===== src/hdl/led_blink_pattern_generator_macros.svh =====
// assertion macros for the led blink pattern generator
`ifndef LED_BLINK_PATTERN_GENERATOR_MACROS_SVH
`define LED_BLINK_PATTERN_GENERATOR_MACROS_SVH

`ifndef SYNTHESIS
`define LBPG_ASSERT(lbl, clk, rst_n, prop) \
  lbl: assert property (@(posedge clk) disable iff (!rst_n) prop) \
    else $error("lbpg assertion failed");
`define LBPG_ASSERT_ALWAYS(lbl, clk, prop) \
  lbl: assert property (@(posedge clk) prop) \
    else $error("lbpg assertion failed");
`else
`define LBPG_ASSERT(lbl, clk, rst_n, prop)
`define LBPG_ASSERT_ALWAYS(lbl, clk, prop)
`endif

`endif


===== src/hdl/lbpg_pkg.sv =====
// types and constants of the led blink pattern generator
package lbpg_pkg;

  localparam int unsigned CFG_ADDR_W = 8;
  localparam int unsigned CFG_DATA_W = 16;
  localparam int unsigned COUNT_W    = 4;
  localparam int unsigned CFG_TIME_W = 16;

  localparam logic [COUNT_W-1:0]    BLINK_COUNT_RST = 4'd3;
  localparam logic [CFG_TIME_W-1:0] ON_TIME_RST     = 16'd100;
  localparam logic [CFG_TIME_W-1:0] OFF_TIME_RST    = 16'd150;
  localparam logic [CFG_TIME_W-1:0] PAUSE_TIME_RST  = 16'd1000;

  typedef enum logic [CFG_ADDR_W-1:0] {
    REG_BLINK_COUNT = 8'd0,
    REG_ON_TIME     = 8'd1,
    REG_OFF_TIME    = 8'd2,
    REG_PAUSE_TIME  = 8'd3
  } cfg_reg_e;

  typedef struct packed {
    logic [COUNT_W-1:0]    blink_count;
    logic [CFG_TIME_W-1:0] on_time;
    logic [CFG_TIME_W-1:0] off_time;
    logic [CFG_TIME_W-1:0] pause_time;
  } cfg_t;

  typedef struct packed {
    logic led;
    logic running;
  } seq_out_t;

endpackage


===== src/hdl/lbpg_if.sv =====
// request channels of the led blink pattern generator

interface lbpg_in_if;
  logic valid;
  logic ready;
  logic bypass;
  logic restart;

  modport source (output valid, input ready, output bypass, output restart);
  modport sink (input valid, output ready, input bypass, input restart);
endinterface

interface lbpg_out_if;
  logic valid;
  logic ready;
  logic led;
  logic running;

  modport source (output valid, input ready, output led, output running);
  modport sink (input valid, output ready, input led, input running);
endinterface

interface lbpg_cfg_if;
  logic                            valid;
  logic                            ready;
  logic [lbpg_pkg::CFG_ADDR_W-1:0] index;
  logic [lbpg_pkg::CFG_DATA_W-1:0] data;

  modport source (output valid, input ready, output index, output data);
  modport sink (input valid, output ready, input index, input data);
endinterface


===== src/hdl/led_blink_pattern_generator.sv =====
// one tick request in, one led result out, the result is held in a result register
// a result is valid the cycle after its tick request is taken
// throughput: one tick request per cycle, ready drops only while a result waits
// the config port is always ready and its writes apply from the next tick
// reset clears the sequencer, empties the result register and loads default timings
`include "led_blink_pattern_generator_macros.svh"

module led_blink_pattern_generator #(
  parameter int unsigned TIME_WIDTH = 16
) (
  input  logic       clk_i,
  input  logic       rst_ni,
  lbpg_in_if.sink    in_if,
  lbpg_out_if.source out_if,
  lbpg_cfg_if.sink   cfg_if
);
  import lbpg_pkg::*;

  cfg_t     cfg_q, cfg_d;
  seq_out_t res;
  logic     in_acc;
  logic     out_valid_q, out_valid_d;
  logic     led_q, running_q;

  assign cfg_if.ready = 1'b1;

  always_comb begin
    cfg_d = cfg_q;
    if (cfg_if.valid) begin
      unique case (cfg_reg_e'(cfg_if.index))
        REG_BLINK_COUNT: cfg_d.blink_count = cfg_if.data[COUNT_W-1:0];
        REG_ON_TIME:     cfg_d.on_time     = cfg_if.data[CFG_TIME_W-1:0];
        REG_OFF_TIME:    cfg_d.off_time    = cfg_if.data[CFG_TIME_W-1:0];
        REG_PAUSE_TIME:  cfg_d.pause_time  = cfg_if.data[CFG_TIME_W-1:0];
        default:         cfg_d = cfg_q;
      endcase
    end
  end

  always_ff @(posedge clk_i or negedge rst_ni) begin
    if (!rst_ni) begin
      cfg_q.blink_count <= BLINK_COUNT_RST;
      cfg_q.on_time     <= ON_TIME_RST;
      cfg_q.off_time    <= OFF_TIME_RST;
      cfg_q.pause_time  <= PAUSE_TIME_RST;
    end else begin
      cfg_q <= cfg_d;
    end
  end

  assign in_if.ready = !out_valid_q || out_if.ready;
  assign in_acc      = in_if.valid && in_if.ready;

  lbpg_seq #(
    .TIME_WIDTH(TIME_WIDTH)
  ) u_seq (
    .clk_i     (clk_i),
    .rst_ni    (rst_ni),
    .step_i    (in_acc),
    .bypass_i  (in_if.bypass),
    .restart_i (in_if.restart),
    .cfg_i     (cfg_q),
    .res_o     (res)
  );

  // result register
  assign out_valid_d = in_acc || (out_valid_q && !out_if.ready);

  always_ff @(posedge clk_i or negedge rst_ni) begin
    if (!rst_ni) begin
      out_valid_q <= 1'b0;
    end else begin
      out_valid_q <= out_valid_d;
    end
  end

  always_ff @(posedge clk_i) begin
    if (in_acc) begin
      led_q     <= res.led;
      running_q <= res.running;
    end
  end

  assign out_if.valid   = out_valid_q;
  assign out_if.led     = led_q;
  assign out_if.running = running_q;

  `LBPG_ASSERT(a_req_gives_result, clk_i, rst_ni, in_acc |=> out_if.valid)
  `LBPG_ASSERT(a_stall_only_when_full, clk_i, rst_ni, !in_if.ready |-> out_valid_q)
  `LBPG_ASSERT(a_led_needs_running, clk_i, rst_ni, out_if.valid && out_if.led |-> out_if.running)

endmodule


===== src/hdl/lbpg_seq.sv =====
// blink sequencer state and its per-tick update
`include "led_blink_pattern_generator_macros.svh"

module lbpg_seq #(
  parameter int unsigned TIME_WIDTH = 16
) (
  input  logic               clk_i,
  input  logic               rst_ni,
  input  logic               step_i,
  input  logic               bypass_i,
  input  logic               restart_i,
  input  lbpg_pkg::cfg_t     cfg_i,
  output lbpg_pkg::seq_out_t res_o
);
  import lbpg_pkg::*;

  localparam int unsigned CMP_W = (TIME_WIDTH > CFG_TIME_W) ? TIME_WIDTH : CFG_TIME_W;

  logic                  active_q, active_d;
  logic                  lit_q, lit_d;
  logic [COUNT_W-1:0]    idx_q, idx_d;
  logic [TIME_WIDTH-1:0] elapsed_q, elapsed_d;
  logic [TIME_WIDTH-1:0] elapsed_inc;
  logic [CMP_W-1:0]      elapsed_cmp;
  logic                  on_done, off_done, pause_done;

  // saturating tick count
  assign elapsed_inc = (elapsed_q == {TIME_WIDTH{1'b1}}) ? elapsed_q
                                                         : elapsed_q + TIME_WIDTH'(1);
  assign elapsed_cmp = CMP_W'(elapsed_inc);
  assign on_done     = elapsed_cmp >= CMP_W'(cfg_i.on_time);
  assign off_done    = elapsed_cmp >= CMP_W'(cfg_i.off_time);
  assign pause_done  = elapsed_cmp >= CMP_W'(cfg_i.pause_time);

  always_comb begin
    active_d  = active_q;
    lit_d     = lit_q;
    idx_d     = idx_q;
    elapsed_d = elapsed_q;
    if (step_i) begin
      if (bypass_i) begin
        active_d = 1'b0;
        lit_d    = 1'b0;
      end else if (!active_q || restart_i) begin
        active_d  = 1'b1;
        lit_d     = 1'b0;
        idx_d     = '0;
        elapsed_d = '0;
      end else begin
        elapsed_d = elapsed_inc;
        if (lit_q) begin
          if (on_done) begin
            lit_d     = 1'b0;
            elapsed_d = '0;
            idx_d     = idx_q + COUNT_W'(1);
          end
        end else if (idx_q >= cfg_i.blink_count) begin
          if (pause_done) begin
            idx_d     = '0;
            elapsed_d = '0;
          end
        end else if (off_done) begin
          lit_d     = 1'b1;
          elapsed_d = '0;
        end
      end
    end
  end

  always_comb begin
    res_o.led     = lit_d;
    res_o.running = active_d;
  end

  always_ff @(posedge clk_i or negedge rst_ni) begin
    if (!rst_ni) begin
      active_q  <= 1'b0;
      lit_q     <= 1'b0;
      idx_q     <= '0;
      elapsed_q <= '0;
    end else begin
      active_q  <= active_d;
      lit_q     <= lit_d;
      idx_q     <= idx_d;
      elapsed_q <= elapsed_d;
    end
  end

  `LBPG_ASSERT(a_lit_needs_active, clk_i, rst_ni, lit_q |-> active_q)
  `LBPG_ASSERT(a_idle_holds, clk_i, rst_ni, !step_i |=> $stable(elapsed_q) && $stable(idx_q))
  `LBPG_ASSERT(a_bypass_stops, clk_i, rst_ni, step_i && bypass_i |=> !active_q && !lit_q)

endmodule

===== src/flat_wrapper.sv =====
// flat-port wrapper written by rule: the top's interface ports become plain ports
module led_blink_pattern_generator_flat import lbpg_pkg::*;
#(
  parameter int unsigned TIME_WIDTH = 16
)
  (clk_i, rst_ni, in_if_valid, in_if_ready, in_if_bypass, in_if_restart, out_if_valid, out_if_ready, out_if_led, out_if_running, cfg_if_valid, cfg_if_ready, cfg_if_index, cfg_if_data);
  lbpg_in_if in_if_i ();
  lbpg_out_if out_if_i ();
  lbpg_cfg_if cfg_if_i ();
  input  logic clk_i;
  input  logic rst_ni;
  input wire logic [$bits(in_if_i.valid)-1:0] in_if_valid;
  output wire logic [$bits(in_if_i.ready)-1:0] in_if_ready;
  input wire logic [$bits(in_if_i.bypass)-1:0] in_if_bypass;
  input wire logic [$bits(in_if_i.restart)-1:0] in_if_restart;
  output wire logic [$bits(out_if_i.valid)-1:0] out_if_valid;
  input wire logic [$bits(out_if_i.ready)-1:0] out_if_ready;
  output wire logic [$bits(out_if_i.led)-1:0] out_if_led;
  output wire logic [$bits(out_if_i.running)-1:0] out_if_running;
  input wire logic [$bits(cfg_if_i.valid)-1:0] cfg_if_valid;
  output wire logic [$bits(cfg_if_i.ready)-1:0] cfg_if_ready;
  input wire logic [$bits(cfg_if_i.index)-1:0] cfg_if_index;
  input wire logic [$bits(cfg_if_i.data)-1:0] cfg_if_data;
  assign in_if_i.valid = in_if_valid;
  assign in_if_ready = in_if_i.ready;
  assign in_if_i.bypass = in_if_bypass;
  assign in_if_i.restart = in_if_restart;
  assign out_if_valid = out_if_i.valid;
  assign out_if_i.ready = out_if_ready;
  assign out_if_led = out_if_i.led;
  assign out_if_running = out_if_i.running;
  assign cfg_if_i.valid = cfg_if_valid;
  assign cfg_if_ready = cfg_if_i.ready;
  assign cfg_if_i.index = cfg_if_index;
  assign cfg_if_i.data = cfg_if_data;
  led_blink_pattern_generator #(.TIME_WIDTH(TIME_WIDTH)) u_core (.clk_i(clk_i), .rst_ni(rst_ni), .in_if(in_if_i), .out_if(out_if_i), .cfg_if(cfg_if_i));
endmodule

===== config.mk =====
export PLATFORM = sky130hd
export DESIGN_NAME = led_blink_pattern_generator_flat
export DESIGN_NICKNAME = d
export VERILOG_FILES = /design/src/hdl/lbpg_pkg.sv /design/src/hdl/lbpg_if.sv /design/src/hdl/led_blink_pattern_generator.sv /design/src/hdl/lbpg_seq.sv /design/src/flat_wrapper.sv
export VERILOG_INCLUDE_DIRS = /design/src /design/src/hdl
export SDC_FILE = /design/constraint.sdc
export NUM_CORES = 1
export LEC_CHECK = 0
export ABC_AREA = 1
export BUFFER_PORTS_ARGS = -buffer_cell sky130_fd_sc_hd__buf_4
export CAP_MARGIN = 30
export CORE_ASPECT_RATIO = 1.4
export CORE_UTILIZATION = 42
export CTS_CLUSTER_SIZE = 30
export DETAILED_ROUTE_END_ITERATION = 8
export PLACE_DENSITY = 0.57
export SLEW_MARGIN = 20
export SYNTH_ARGS = -nofsm -noshare
export SYNTH_HDL_FRONTEND = slang
export SYNTH_SLANG_ARGS = --single-unit

===== constraint.sdc =====
create_clock -name clk_i -period 3.39 [get_ports clk_i]
set_input_delay 0.678 -clock clk_i [delete_from_list [all_inputs] [get_ports clk_i]]
set_output_delay 0.678 -clock clk_i [all_outputs]
set_load 0.01 [all_outputs]

==> impl_metrics.yaml <==
routing:
  ant_nets: 0
  met3_length_um: 257
  wl_per_cell_um: 12.8
  via_count: 4182
  drtPass1Iterations: 4
  drtIter0Drc: 156
  dr.max_layer_used: "met4"
  vias_per_cell: 4.87
  wl_mm: 11.0
  drcViolationCount: 0
  route.met2.wl_mm: 5.43
  wl_met1_mm: 5.11
clock_network:
  hold_buffers: 0
  cts_root_buf: "clkbuf_16"
  clock_path_buffers: 2
  clkTransAtPathRegs_ns: 0.06
  clk_latency_ns: 0.33
  cts-htree-levels: 3
  cts_tree: "done"
  clock-sinks: 77
  cts_inserted_buffers: 9
synthesis:
  ys_types: 38
  yosysTopAreaCell: "dfrtp_1"
  ys_ff_latch: 77
  syn-num-nets: 754
  yosysWarnings: 0
  synthTopCellsByArea: "dfrtp_1 (29%), nand2_1 (14%), ha_1 (13%)"
  yosys_most_used_dff: "dfrtp_1"
  ys_seq_area_frac: 0.376
  synth_area_sq_um: 5200
  syn_avg_cell_area_sq_um: 7.77
  synthCells: 669
  async_flop_share: 0.974
  synth_top_area_share: 0.289
  synth_edf_count: 2
floorplanning:
  dieHeight_um: 134
  io_pins: 36
  dieArea_sq_um: 12800
  core-area_sq_um: 11900
  rows: 47
  initial_core_util: 0.436
  die_w_um: 96.1
power:
  leakagePower_nw: 3.06
  ir_drop_v: 0.000252
  intPower_mw: 1.70
  p_clk_frac: 0.407
  p_sw_frac: 0.265
  p_switching_mw: 0.615
  power_density_nw_per_um2: 394
  combPwrFrac: 0.166
  p_seq_frac: 0.427
timing:
  period_needed_ns: 3.10
  maxSlewHeadroom: 0.532
  fin_skew_ns: 0.00596
  setup_viol: 0
  fmax_mhz: 322
  hold_viol: 0
  worstMarginPinSlew_ns: 0.699
  rsz0062_at_grt: "no"
  timing.final.crit_share: 0.916
  drv_slew: 0
  fin_setup_tns_ns: 0
setup_path:
  worstPathMaxFanout: 16
  crit_required_ns: 3.61
  crit_path_start: "u_core.u_seq.elapsed_q[1]$_DFFE_PN0P_"
  worst-setup-path-type: "reg -> reg"
  reg2regPathDepth: 19
  max_stage_delay_ns: 0.41
  worstSetupEndpointType: "register"
  path_depth: 19
  r2r-start: "u_core.u_seq.elapsed_q[1]$_DFFE_PN0P_"
  cp_data_arrival_time_ns: 3.33
  worstSetupStartpointType: "register"
  path_buf_inv: 2
  cp_common_cell: "nand2_1"
  critPathTopFamily: "simple AND/OR/NAND/NOR gates"
  r2r_end: "u_core.u_seq.elapsed_q[13]$_DFFE_PN0P_"
  crit_chain: "ha_1, nand2_1, nor2_4, nand3_2, nor2_4, nand3_1, a21oi_1, inv_1, ha_1, nand2_1, nor4_4, nand2_1, nand2_1, nand2_1, nand3_1, nand2_1, buf_4, nand2_1, nand2_1"
  cp_slowest_cell: "dfrtp_1"
  rrSetupSlack_ns: 0.29
global_routing:
  grt_first_pass_wirelength_mm: 18.9
  grt_max_degree: 76
  track_usage: 0.191
  grt-ovfl-total: 0
  grt_antenna_before_repair: 0
  grt_pass1_vias: 4133
final_layout:
  diodes: 0
  fin_area_sq_um: 5880
  final_nets: 791
  drive_gt1_frac: 0.183
  syn_to_final_growth_pct: 13.0
job:
  maxCapViolations: 0
placement:
  placed_area_sq_um: 5540
  finalWeightedCongestion: 0.897
  portBuffers: 34
  hpwl_mm: 8.50
outcome:
  status: "completed"
worst_hold_path:
  min_path_type: "in -> async"
flip-flops by register name, indices dropped and copies added, names as in the netlist:
signal	cells
u_core.cfg_q	52
u_core.out_if.led	1
u_core.out_if.running	1
u_core.out_if.valid	1
u_core.u_seq.active_q	1
u_core.u_seq.elapsed_q	16
u_core.u_seq.idx_q	4
u_core.u_seq.lit_q	1
how the worst max path moves through the flow:
stage                                             end  slack [ns]
3_3_place_gp    u_core.u_seq.elapsed_q[4]$_DFFE_PN0P_        0.18
3_5_place_dp   u_core.u_seq.elapsed_q[13]$_DFFE_PN0P_        0.11
6_report       u_core.u_seq.elapsed_q[13]$_DFFE_PN0P_        0.29
2_1_floorplan   u_core.u_seq.elapsed_q[0]$_DFFE_PN0P_        0.62
5_1_grt         u_core.u_seq.elapsed_q[7]$_DFFE_PN0P_       0.005
4_1_cts         u_core.u_seq.elapsed_q[4]$_DFFE_PN0P_        0.07
cell usage after synthesis (2+ instances only):
cell type  number
clkbuf_1        2
inv_1         116
nand2_2        17
nor3_2          2
buf_6           9
nor2_1         42
a21oi_1        29
inv_2           2
nand2_1       193
o21ai_0        10
or2_2           2
xor2_1          8
ha_1           54
nor2_4          2
dfrtp_1        60
xnor2_1         3
nand3_1        24
dfstp_2        15
edfxtp_1        2
o21ai_2        30
nand4_1         3
nor2_2          2
buf_4           2
o21ai_1        26
cells in the final DEF (no fill, tap or decap), drive strengths merged:
cell type / netlist / layout
o21a: 1 / 1
dfstp: 15 / 15
or2: 2 / 2
conb: 1 / 1
bufinv: 0 / 1
xnor2: 3 / 3
o21bai: 1 / 1
nand3: 25 / 25
inv: 118 / 118
and2: 1 / 1
buf: 12 / 40
xor2: 8 / 8
nor4: 1 / 1
or4: 1 / 1
ha: 54 / 54
nand3b: 1 / 1
nor3: 4 / 4
clkinv: 0 / 1
o311ai: 1 / 1
edfxtp: 2 / 2
a21o: 1 / 1
nand4: 4 / 4
nor2: 46 / 46
dfrtp: 60 / 60
clkbuf: 2 / 14
a21oi: 29 / 29
o21ai: 66 / 66
nand2: 210 / 210
final cells by class:
class / count / area (sq um)
clock inverter: 2 / 35.0
fill: 1184 / 6060
timing repair buffer: 40 / 313
clock buffer: 14 / 254
tap: 147 / 184
sequential: 77 / 1960
inverter: 118 / 443
multi-input combinational: 460 / 2690
what timing repair did:
item | 4_1_cts | 5_1_grt
endpoints found under the setup margin | 0 | 20
gates resized for setup | 0 | 4
setup buffers | 0 | 1
power groups by stage:
| stage | sequential, mW | clock (mW) | combinational, mW |
|---|---|---|---|
| floorplan | 1.00 | 0 | 0.255 |
| global placement | 1.00 | 0 | 0.373 |
| detailed placement | 1.01 | 0 | 0.379 |
| CTS | 0.990 | 0.970 | 0.384 |
| global route | 0.995 | 1.01 | 0.439 |
| finish | 0.990 | 0.945 | 0.384 |
stage by stage:
stage	instances	setup WS (ns)	util	power [mW]	hold WS, ns
global route	858	0.00520	0.493	2.45	0.357
detailed placement	840	0.110	0.464	1.38	0.464
floorplan	669	0.621	-	1.26	0.382
CTS	856	0.0727	0.488	2.34	0.474
finish	858	0.286	0.493	2.32	0.317
global placement	840	0.178	0.464	1.38	0.463
layer usage:
layer | GRT usage | vias up
met1 | 0.245 | 1933
met3 | 0.0371 | 16
li1 | - | 2178
met4 | 0.0738 | 0
met5 | 0 | -
met2 | 0.314 | 55
cells by family after synthesis:
| kind of cell | Yosys count | synth area share |
|---|---|---|
| flip-flops | 77 | 0.376 |
| AO/OA/AOI/OAI | 99 | 0.119 |
| adder cells (fa/ha/maj) | 54 | 0.130 |
| other | 1 | 0.000721 |
| buffers and inverters | 132 | 0.110 |
| AND/OR/NAND/NOR | 295 | 0.246 |
| XOR/XNOR | 11 | 0.0185 |
Note: power is estimated with default switching activity, not from simulation.
